--- src/rtl/kmp_pkg.sv ---
// kmp_pkg: sizes, opcodes and store interface types for the KMP stream matcher.
// Used by kmp_store and kmp_stream_matcher; no dependencies.
`timescale 1ns / 1ps
package kmp_pkg;

	localparam int MAX_PATTERN   = 64;
	localparam int SYMBOL_BITS   = 8;
	localparam int POSITION_BITS = 32;

	// failure store index covers 0..MAX_PATTERN, pattern store 0..MAX_PATTERN-1
	localparam int FIDX_BITS = $clog2(MAX_PATTERN + 1);
	localparam int PIDX_BITS = (MAX_PATTERN > 1) ? $clog2(MAX_PATTERN) : 1;
	// prefix pointer: two's complement, holds -1..MAX_PATTERN
	localparam int PTR_BITS  = FIDX_BITS + 1;

	// fixed field widths at the ports
	localparam int OPCODE_BITS  = 2;
	localparam int SYM_IN_BITS  = 8;
	localparam int START_BITS   = 32;
	localparam int LEN_OUT_BITS = 7;
	localparam int S_DATA_BITS  = 8;
	localparam int M_DATA_BITS  = 48;

	typedef enum logic [OPCODE_BITS-1:0] {
		OP_CLEAR  = 2'd0,
		OP_APPEND = 2'd1,
		OP_TEXT   = 2'd2,
		OP_NOP    = 2'd3
	} opcode_t;

	typedef struct packed {
		logic                   pat_we;
		logic [PIDX_BITS-1:0]   pat_waddr;
		logic [SYMBOL_BITS-1:0] pat_wdata;
		logic                   fail_we;
		logic [FIDX_BITS-1:0]   fail_waddr;
		logic [PTR_BITS-1:0]    fail_wdata;
		logic [FIDX_BITS-1:0]   rd_addr;
	} store_req_t;

	typedef struct packed {
		logic [SYMBOL_BITS-1:0] pat;
		logic [PTR_BITS-1:0]    fail;
	} store_rsp_t;

endpackage

--- src/rtl/kmp_store.sv ---
// kmp_store: pattern and failure-link memories, one shared read address, registered read.
// Depends on kmp_pkg. Failure entry zero is fixed at -1 and never stored.
`timescale 1ns / 1ps
module kmp_store import kmp_pkg::*; (
	input  logic       clk,
	input  store_req_t req,
	output store_rsp_t rsp
);

	logic [SYMBOL_BITS-1:0] pat_mem [MAX_PATTERN];
	logic [PTR_BITS-1:0]    fail_mem [MAX_PATTERN + 1];
	logic [SYMBOL_BITS-1:0] pat_rd_q;
	logic [PTR_BITS-1:0]    fail_rd_q;

	always_ff @(posedge clk) begin
		if (req.pat_we) begin
			pat_mem[req.pat_waddr] <= req.pat_wdata;
		end
		if (req.fail_we) begin
			fail_mem[req.fail_waddr] <= req.fail_wdata;
		end
		// index MAX_PATTERN is only used for a failure link; pattern data then ignored
		if (req.rd_addr < FIDX_BITS'(MAX_PATTERN)) begin
			pat_rd_q <= pat_mem[req.rd_addr[PIDX_BITS-1:0]];
		end
		if (req.rd_addr == '0) begin
			fail_rd_q <= '1;
		end else begin
			fail_rd_q <= fail_mem[req.rd_addr];
		end
	end

	assign rsp.pat  = pat_rd_q;
	assign rsp.fail = fail_rd_q;

endmodule

--- src/rtl/kmp_stream_matcher.sv ---
// kmp_stream_matcher: top level, transaction handshake and failure-walk sequencer.
// Depends on kmp_pkg and kmp_store.
`timescale 1ns / 1ps
// Streaming Knuth-Morris-Pratt matcher. Each input transaction carries an opcode
// in s_tuser (clear, append pattern symbol, text symbol) and a symbol in s_tdata,
// and yields exactly one output transaction. A text symbol that completes the
// pattern sets m_tuser and reports the occurrence start; overlapping matches are
// reported. Items are processed one at a time: clear, a refused append, the unused
// opcode and a text symbol on an empty pattern go straight to the result state; any
// other append or text symbol first walks the failure chain, making k symbol compares,
// plus a link fetch when a match completes. Each compare takes a read state and a
// test state because the pattern and failure memories share one registered read port.
// Amortized, k stays below two per text symbol. A finished result waits in the
// output register while the next transaction is accepted.
module kmp_stream_matcher import kmp_pkg::*; (
	input  logic                   clk,
	input  logic                   arst_n,
	input  logic                   s_tvalid,
	output logic                   s_tready,
	input  logic [S_DATA_BITS-1:0] s_tdata,  // [7:0] symbol
	input  logic [OPCODE_BITS-1:0] s_tuser,  // [1:0] opcode
	output logic                   m_tvalid,
	input  logic                   m_tready,
	output logic [M_DATA_BITS-1:0] m_tdata,  // [31:0] match_start, [32] pattern_dropped,
	                                         // [33] position_saturated, [40:34] pattern_length
	output logic [0:0]             m_tuser   // [0] match_found
);

	typedef enum logic [2:0] {
		S_IDLE,
		S_READ,
		S_TEST,
		S_POST,
		S_LINK,
		S_DONE
	} state_t;

	localparam logic [POSITION_BITS-1:0] POS_MAX = '1;

	state_t                   state_q;
	opcode_t                  op_q;
	logic [SYMBOL_BITS-1:0]   sym_q;
	logic [PTR_BITS-1:0]      j_q;
	logic [PTR_BITS-1:0]      build_q;
	logic [FIDX_BITS-1:0]     len_q;
	logic [FIDX_BITS-1:0]     matched_q;
	logic [POSITION_BITS-1:0] pos_q;
	logic [POSITION_BITS-1:0] before_q;
	logic                     found_q;
	logic                     drop_q;
	logic [START_BITS-1:0]    start_q;
	logic                     m_tvalid_q;
	logic [M_DATA_BITS-1:0]   m_tdata_q;
	logic                     m_found_q;

	store_req_t               req;
	store_rsp_t               rsp;

	logic                     s_accept;
	opcode_t                  in_op;
	logic [SYMBOL_BITS-1:0]   in_sym;
	logic                     store_full;
	logic [POSITION_BITS-1:0] len_m1;
	logic [POSITION_BITS-1:0] start_pos;
	logic                     out_free;

	assign s_tready   = (state_q == S_IDLE);
	assign s_accept   = s_tvalid && s_tready;
	assign in_op      = opcode_t'(s_tuser);
	assign in_sym     = s_tdata[SYMBOL_BITS-1:0];
	assign store_full = (len_q == FIDX_BITS'(MAX_PATTERN));
	assign out_free   = !m_tvalid_q || m_tready;

	assign len_m1    = POSITION_BITS'(len_q) - POSITION_BITS'(1);
	assign start_pos = (before_q >= len_m1) ? (before_q - len_m1) : '0;

	always_comb begin
		req            = '0;
		req.pat_we     = s_accept && (in_op == OP_APPEND) && !store_full;
		req.pat_waddr  = len_q[PIDX_BITS-1:0];
		req.pat_wdata  = in_sym;
		req.fail_we    = (state_q == S_POST) && (op_q == OP_APPEND);
		req.fail_waddr = len_q + FIDX_BITS'(1);
		req.fail_wdata = j_q;
		// chain step reads entry j; otherwise the link of the full pattern
		req.rd_addr    = (state_q == S_READ) ? j_q[FIDX_BITS-1:0] : len_q;
	end

	kmp_store u_store (
		.clk (clk),
		.req (req),
		.rsp (rsp)
	);

	always_ff @(posedge clk or negedge arst_n) begin
		if (!arst_n) begin
			state_q    <= S_IDLE;
			op_q       <= OP_NOP;
			sym_q      <= '0;
			j_q        <= '0;
			build_q    <= '1;
			len_q      <= '0;
			matched_q  <= '0;
			pos_q      <= '0;
			before_q   <= '0;
			found_q    <= 1'b0;
			drop_q     <= 1'b0;
			start_q    <= '0;
			m_tvalid_q <= 1'b0;
			m_tdata_q  <= '0;
			m_found_q  <= 1'b0;
		end else begin
			if (m_tvalid_q && m_tready) begin
				m_tvalid_q <= 1'b0;
			end
			case (state_q)
				S_IDLE: begin
					if (s_accept) begin
						op_q    <= in_op;
						sym_q   <= in_sym;
						found_q <= 1'b0;
						drop_q  <= 1'b0;
						start_q <= '0;
						case (in_op)
							OP_CLEAR: begin
								len_q     <= '0;
								build_q   <= '1;
								matched_q <= '0;
								pos_q     <= '0;
								state_q   <= S_DONE;
							end
							OP_APPEND: begin
								if (store_full) begin
									drop_q  <= 1'b1;
									state_q <= S_DONE;
								end else if (build_q[PTR_BITS-1]) begin
									j_q     <= '0;
									state_q <= S_POST;
								end else begin
									j_q     <= build_q;
									state_q <= S_READ;
								end
							end
							OP_TEXT: begin
								before_q <= pos_q;
								if (pos_q != POS_MAX) begin
									pos_q <= pos_q + POSITION_BITS'(1);
								end
								if (len_q == '0) begin
									matched_q <= '0;
									state_q   <= S_DONE;
								end else begin
									j_q     <= PTR_BITS'(matched_q);
									state_q <= S_READ;
								end
							end
							default: begin
								state_q <= S_DONE;
							end
						endcase
					end
				end
				S_READ: begin
					state_q <= S_TEST;
				end
				S_TEST: begin
					if (rsp.pat == sym_q) begin
						j_q     <= j_q + PTR_BITS'(1);
						state_q <= S_POST;
					end else if (rsp.fail[PTR_BITS-1]) begin
						// fell off the chain: restart at prefix length zero
						j_q     <= '0;
						state_q <= S_POST;
					end else begin
						j_q     <= rsp.fail;
						state_q <= S_READ;
					end
				end
				S_POST: begin
					if (op_q == OP_APPEND) begin
						build_q   <= j_q;
						len_q     <= len_q + FIDX_BITS'(1);
						matched_q <= '0;
						pos_q     <= '0;
						state_q   <= S_DONE;
					end else if (j_q[FIDX_BITS-1:0] == len_q) begin
						found_q <= 1'b1;
						start_q <= START_BITS'(start_pos);
						state_q <= S_LINK;
					end else begin
						matched_q <= j_q[FIDX_BITS-1:0];
						state_q   <= S_DONE;
					end
				end
				S_LINK: begin
					matched_q <= rsp.fail[FIDX_BITS-1:0];
					state_q   <= S_DONE;
				end
				S_DONE: begin
					if (out_free) begin
						m_tvalid_q <= 1'b1;
						m_found_q  <= found_q;
						m_tdata_q  <= M_DATA_BITS'({LEN_OUT_BITS'(len_q), (pos_q == POS_MAX),
							drop_q, start_q});
						state_q    <= S_IDLE;
					end
				end
				default: begin
					state_q <= S_IDLE;
				end
			endcase
		end
	end

	assign m_tvalid   = m_tvalid_q;
	assign m_tdata    = m_tdata_q;
	assign m_tuser[0] = m_found_q;

`ifndef ASSERT_OFF
	a_len_bound: assert property (@(posedge clk) disable iff (!arst_n)
		len_q <= FIDX_BITS'(MAX_PATTERN))
		else $error("pattern length beyond store capacity");

	a_matched_bound: assert property (@(posedge clk) disable iff (!arst_n)
		(state_q == S_IDLE) |-> ((len_q == '0 && matched_q == '0) || matched_q < len_q))
		else $error("matched prefix not below pattern length");

	a_build_bound: assert property (@(posedge clk) disable iff (!arst_n)
		build_q[PTR_BITS-1] || (build_q[FIDX_BITS-1:0] < len_q))
		else $error("build pointer not below pattern length");

	a_pos_step: assert property (@(posedge clk) disable iff (!arst_n)
		(s_accept && in_op == OP_TEXT && pos_q != POS_MAX)
		|=> (pos_q == $past(pos_q) + POSITION_BITS'(1)))
		else $error("text position did not advance");

	a_found_text: assert property (@(posedge clk) disable iff (!arst_n)
		(state_q == S_LINK) |-> (op_q == OP_TEXT && found_q))
		else $error("link fetch outside a completed match");
`endif

endmodule
--- config.mk ---
export PLATFORM = sky130hd
export DESIGN_NAME = kmp_stream_matcher
export DESIGN_NICKNAME = d
export VERILOG_FILES = /design/src/rtl/kmp_pkg.sv /design/src/rtl/kmp_store.sv /design/src/rtl/kmp_stream_matcher.sv
export SDC_FILE = /design/constraint.sdc
export NUM_CORES = 2
export LEC_CHECK = 0
export BUFFER_PORTS_ARGS = -buffer_cell sky130_fd_sc_hd__buf_2
export CELL_PAD_IN_SITES_DETAIL_PLACEMENT = 0
export CELL_PAD_IN_SITES_GLOBAL_PLACEMENT = 1
export CORE_AREA = 5 5 319 477
export CTS_CLUSTER_DIAMETER = 150
export DETAILED_ROUTE_END_ITERATION = 8
export DIE_AREA = 0 0 324 482
export PLACE_DENSITY = 0.67
export SYNTH_ARGS = -nofsm -noshare
export SYNTH_HDL_FRONTEND = slang
export SYNTH_SLANG_ARGS = --single-unit
export TNS_END_PERCENT = 1
--- constraint.sdc ---
create_clock -name clk -period 10.7 [get_ports clk]
set_clock_uncertainty 0.2 [all_clocks]
set_input_delay 0 -clock clk [delete_from_list [all_inputs] [get_ports clk]]
set_output_delay 0 -clock clk [all_outputs]
set_load 0.01 [all_outputs]
# Yosys cells after proc, flatten, opt, wreduce, memory -nomap -nowiden
# Memory sizes are Yosys's and may differ from the RTL's. A register that Yosys moved wholly into a read port is not among the register bits.
# Index checks and enable logic that the tools add are counted.
# classes
n_addsub,5
mul,0
div,0
order_cmp,2
n_eq_ne,26
shift,0
mux,57
n_bitwise,0
n_reduce_logical,24
# op_table
op,count
two-way mux 32 bit,7
one-hot mux 32 bit (2 select lines),3
two-way mux 7 bit,10
two-way mux 8 bit,7
one-hot mux 8 bit (2 select lines),3
adder 32 x 1 -> 32 bit (second input constant),1
equality test 32 bit (second input constant),1
>= comparator 32 bit,1
inequality test 32 bit (second input constant),1
subtractor 32 bit,1
one-hot mux 7 bit (2 select lines),2
one-hot mux 7 bit (3 select lines),1
one-hot mux 3 bit (6 select lines),1
inequality test 3 bit (second input constant),5
AND reduction 5 bit,3
zero test 7 bit,2
two-way mux 1 bit,14
two-way mux 3 bit,4
adder 8 x 1 -> 8 bit (second input constant),1
equality test 8 bit,1
inequality test 2 x 1 -> 1 bit (second input constant),4
AND reduction 4 bit,2
subtractor 7 x 1 -> 8 bit (second input constant),1
adder 7 x 1 -> 7 bit (second input constant),1
other kinds (22),37
# word_totals
reg_bits,184
latchBits,0
ramBits,1032
rom_bits,0
inputBits,14
output_inout_bits,51
word_cells,131
memories,2
# mem_list
memory,depth,word_bits,rd,rd_clocked_by_memory_dff,wr,line,text
u_store.fail_mem,65,8,1,1,1,kmp_store.sv:11,logic [PTR_BITS-1:0] fail_mem [MAX_PATTERN + 1];
u_store.pat_mem,64,8,1,1,1,kmp_store.sv:10,logic [SYMBOL_BITS-1:0] pat_mem [MAX_PATTERN];

# Depth between registers and ports, before layout
# depth
depth_word,6
depth_mapped,16
mapped_depth_nobuf,14

# Cells and area by module
# A second synthesis with hierarchy kept.
# hier_totals
cells_unflattened,2893
hier_area_um2,50767.4
# by_module_without_submodules
mod,instances,cells_each,area_each_um2,seq_area_each_um2
kmp_store,1,1860,40552.6,31390.1
kmp_stream_matcher,1,1033,10214.8,4616.9

# Least setup slack after synthesis
# OpenSTA, ideal clock, no wires.
# synth_timing
path_kind,reg2reg
startpoint,register len_q[2]
endpoint,register start_q[20]
setup_time_ns,0.068
t_arrival_ns,4.295
required_ns,10.432
slack_ns,6.137
path_stages_with_launch,15
path_buffers,3
period_less_slack_ns,4.563
cell_sequence,dfrtp_1 -> clkbuf_1 -> or3_1 -> clkbuf_1 -> nand2b_1 -> or3_1 -> ha_1 -> and4_1 -> a21boi_0 -> o21ai_0 -> a211oi_1 -> o31ai_1 -> a31oi_1 -> clkbuf_1 -> a32o_1
# synth_via
elab_chain_len,6
elab_cells_between_ends,10
cone_classes,add/sub (2); order compare (1); eq/ne (2); mux (4); reduce/logical (1)
# synth_rtl
element,line,text
start: declaration,kmp_stream_matcher.sv:45,logic [FIDX_BITS-1:0] len_q;
start signal: assignment,kmp_stream_matcher.sv:182,len_q <= len_q + FIDX_BITS'(1);
subtractor 7 x 1 -> 8 bit,kmp_stream_matcher.sv:74,assign len_m1 = POSITION_BITS'(len_q) - POSITION_BITS'(1);
subtractor 32 bit / >= comparator 32 bit (equally long branches),kmp_stream_matcher.sv:75,assign start_pos = (before_q >= len_m1) ? (before_q - len_m1) : '0;
two-way mux 32 bit,kmp_stream_matcher.sv:75,
two-way mux 32 bit,kmp_stream_matcher.sv:186,end else if (j_q[FIDX_BITS-1:0] == len_q) begin
two-way mux 32 bit,kmp_stream_matcher.sv:180,if (op_q == OP_APPEND) begin
one-hot mux 32 bit (2 select lines),kmp_stream_matcher.sv:116,case (state_q)
end signal: assignment,kmp_stream_matcher.sv:188,start_q <= START_BITS'(start_pos);
end: declaration,kmp_stream_matcher.sv:51,logic [START_BITS-1:0] start_q;
# Parallel ways exist; a longest one is shown, timed or not. The select of a mux whose other input is x is not followed.
# A chain may end at the register's enable or synchronous reset.

# Final worst setup path
# layout_timing
startpoint,register len_q[2]
endpoint,register start_q[31]
# The elaborated chain is that of the path after synthesis.

==> metrics.cfg <==
[outcome]
outcome = completed

[drt]
wirelength_mm = 129.6
num_vias = 29020
first_pass_iters = 5
drtIter0Drc = 2196
vias_per_cell = 5.310
antenna_left = 0
wire_per_inst_um = 23.71
drc_errors = 0

[cells_and_area]
multi_input_area_um2 = 14330
syn_to_final_growth_pct = 12.10
drive_gt1_frac = 0.1628
stdcell_count = 5465
nets = 3502
fillers = 13580
seq_area_um2 = 36020

[timing]
max_freq_mhz = 184.1
finalHoldViolCount = 0
finalWorstSetupSlack_ps = 5269
min_period_ps = 5431
setup_violations = 0
rsz0062_at_grt = false
finalMaxSlewViolations = 0
period_share = 0.5075
slew_headroom = 0.09371
fin_setup_tns_ps = 0
worstMarginPinSlew_ps = 1325

[clock_tree]
clkSlewWorstSetupHoldPaths_ps = 70
h-tree-depth = 3
clockRootBuffer = clkbuf_16
cts_sinks = 1232
post_cts_buffers = 0
holdBufCountCts = 19
numCtsBuffers = 111
cts_tree = yes
clk_latency_ps = 730
clk_path_buf_depth = 3
cts_resized = 0

[power_and_ir_drop]
ir_drop_uv = 228.3
power.density_nw_per_um2 = 251.5
p_leak_nw = 19.65

[synthesis]
avgSynthCellArea_um2 = 15.05
synthFlopType = edfxtp_1
synthCells = 3401
synthDistinctLibCells = 74
synth-edff-count = 1040
synth_area_leader_cell = edfxtp_1
synthTopCellsByCount = 1040 x edfxtp_1, 606 x nand2_1, 199 x nor2_1
async_reset_ff_frac = 0.1494
ys_warn_count = 0
synth_top_area_share = 0.6102
syn_area_um2 = 51180
synthMostInstantiatedCell = edfxtp_1
ys_seq_area_frac = 0.7035
synthTopCellsByArea = edfxtp_1 61%, dfrtp_1 8.5%, mux4_2 8.1%, nand2_1 4.4%, mux2_2 1.7%
ys_ff_latch = 1232

[critical_path]
timing.critical_path.cells = or3_1 > nand2b_1 > or3_1 > buf_4 > ha_1 > nand4_1 > or2_2 > a2111oi_0 > o21ai_0 > and2_1 > a311oi_1 > o21ai_0
path_max_fanout = 31
cp_slowest_stage_delay_ps = 1120
end_kind = flip-flop
slowest_stage = a2111oi_0
cp.required_ps = 11070
critPathArrivalTime_ps = 5810
crit_type = flip-flop to flip-flop
r2r_cells = 12
startpoint_type = flip-flop

[floorplanning]
die_y_um = 482
pin_count = 65
die_x_um = 324
coreArea_um2 = 147600
dieArea_um2 = 156200
std_cell_rows = 173
start_util = 0.3467

[global_routing]
grt-ovfl-total = 0
grt_pass1_vias = 29670
grt_usage = 0.1644
antenna_found_initial = 2
grt_max_degree = 111
grt_first_pass_wirelength_mm = 195.3

[place]
dp_cells = 5235
place_ws_ps = 5254
portBuffers = 57
dp_hpwl_mm = 79.12
globalplace.congestion = 0.8163

[min_path]
hold_class = input port to flip-flop
holdPathStages = 4

[run]
maxCapViolCount = 0

[area by class of cell]
| class | count | share of cell area |
|---|---|---|
| Sequential cell | 1232 | 0.6277 |
| Multi-Input combinational cell | 1957 | 0.2497 |
| Clock buffer | 130 | 0.05057 |
| Tap cell | 1925 | 0.04198 |
| Timing Repair Buffer | 121 | 0.01529 |
| Clock inverter | 79 | 0.01335 |
| Inverter | 19 | 0.001243 |
| Antenna cell | 2 | 0.00008723 |
[path summary, 6_finish.rpt]
check | startpoint | end | slack [ps]
max reg2reg | len_q[2] | start_q[31] | 5270
min | m_tready | m_tvalid | 40
max | len_q[2] | start_q[31] | 5270
min reg2reg | found_q | found_q | 280
max in group asynchronous | arst_n | j_q[1] | 9020
min in group asynchronous | arst_n | build_q[3] | 240
[cell families (layout without fill, tap and decap cells)]
group / after synthesis / in the layout / synth area share
muxes: 284 / 284 / 0.1026
DFF: 1232 / 1232 / 0.7035
other: 1 / 9 / 0.00007327
adders and majority gates: 46 / 46 / 0.01139
xor gates and xnor gates: 53 / 53 / 0.009070
AOI/OAI and AO/OA: 451 / 451 / 0.05992
and+or+nand+nor: 1116 / 1116 / 0.09444
buffers and inverters: 218 / 349 / 0.01902
[registers in the layout, indices dropped and copies added, names as in the netlist, 8 cells and up]
register           cells
m_tdata               41
build_q                8
u_store.pat_rd_q       8
pos_q                 32
u_store.fail_mem     520
j_q                    8
sym_q                  8
start_q               32
u_store.pat_mem      512
before_q              32
u_store.fail_rd_q      8
[stage by stage]
step	area (µm²)	hold slack, ps	utilization	total power [mW]
after floorplan	51200	-495.6	-	9.013
after global placement	53500	-24.39	0.3624	10.52
after detailed placement	53500	-25.81	0.3624	10.53
after CTS	57370	15.37	0.3886	14.59
after global routing	57380	59.20	0.3887	15.13
final	57380	44.07	0.3887	14.43
[worst max-delay path: cells and delay by family (launching register included)]
family,cells,cell delay (ps)
and+or+nand+nor,6,2000
DFF,1,640
buffers and inverters,1,250
adders and majority gates,1,470
AOI/OAI and AO/OA,4,1720
[cell usage in the layout (no fill, tap or decap), types with 11 or more instances in the layout]
cell type      netlist  layout
clkbuf_1            94      16
edfxtp_1          1040    1040
o21ai_0            125     125
ha_1                45      45
a21oi_1             54      53
o22ai_1             11      11
mux2i_1             19      16
a31oi_1             41      41
clkbuf_16            0     113
o31ai_1             21      21
clkinv_1             0      21
xnor2_1             33      33
nand2_1            606     606
clkinv_2             0      20
a211oi_1            16      16
nor2_1             199     197
mux2_2              79      78
nand3_1            139     139
and3_1              67      67
buf_2               61      56
mux4_2             184     184
buf_4               19      42
dfrtp_1            174     166
dlygate4sd3_1        0      18
xor2_1              20      20
nand4_1             19      19
or3_1               14      14
bufinv_16            0      12
a311oi_1            63      63
inv_1               18      18
nor2b_1             18      18
[where the power goes]
group | switching [mW] | internal [mW]
Combinational | 2.93 | 1.75
Clock | 1.80 | 2.24
Sequential | 0.134 | 5.59
Total | 4.86 | 9.58
[metal layers]
layer / up-vias / part of all wire / track usage
li1: 13130 / - / -
met1: 14960 / 0.40 / 0.2061
met2: 738 / 0.52 / 0.2923
met3: 186 / 0.047 / 0.02401
met4: 0 / 0.033 / 0.05553
met5: - / 0 / 0
(Power assumes the default switching activity.)
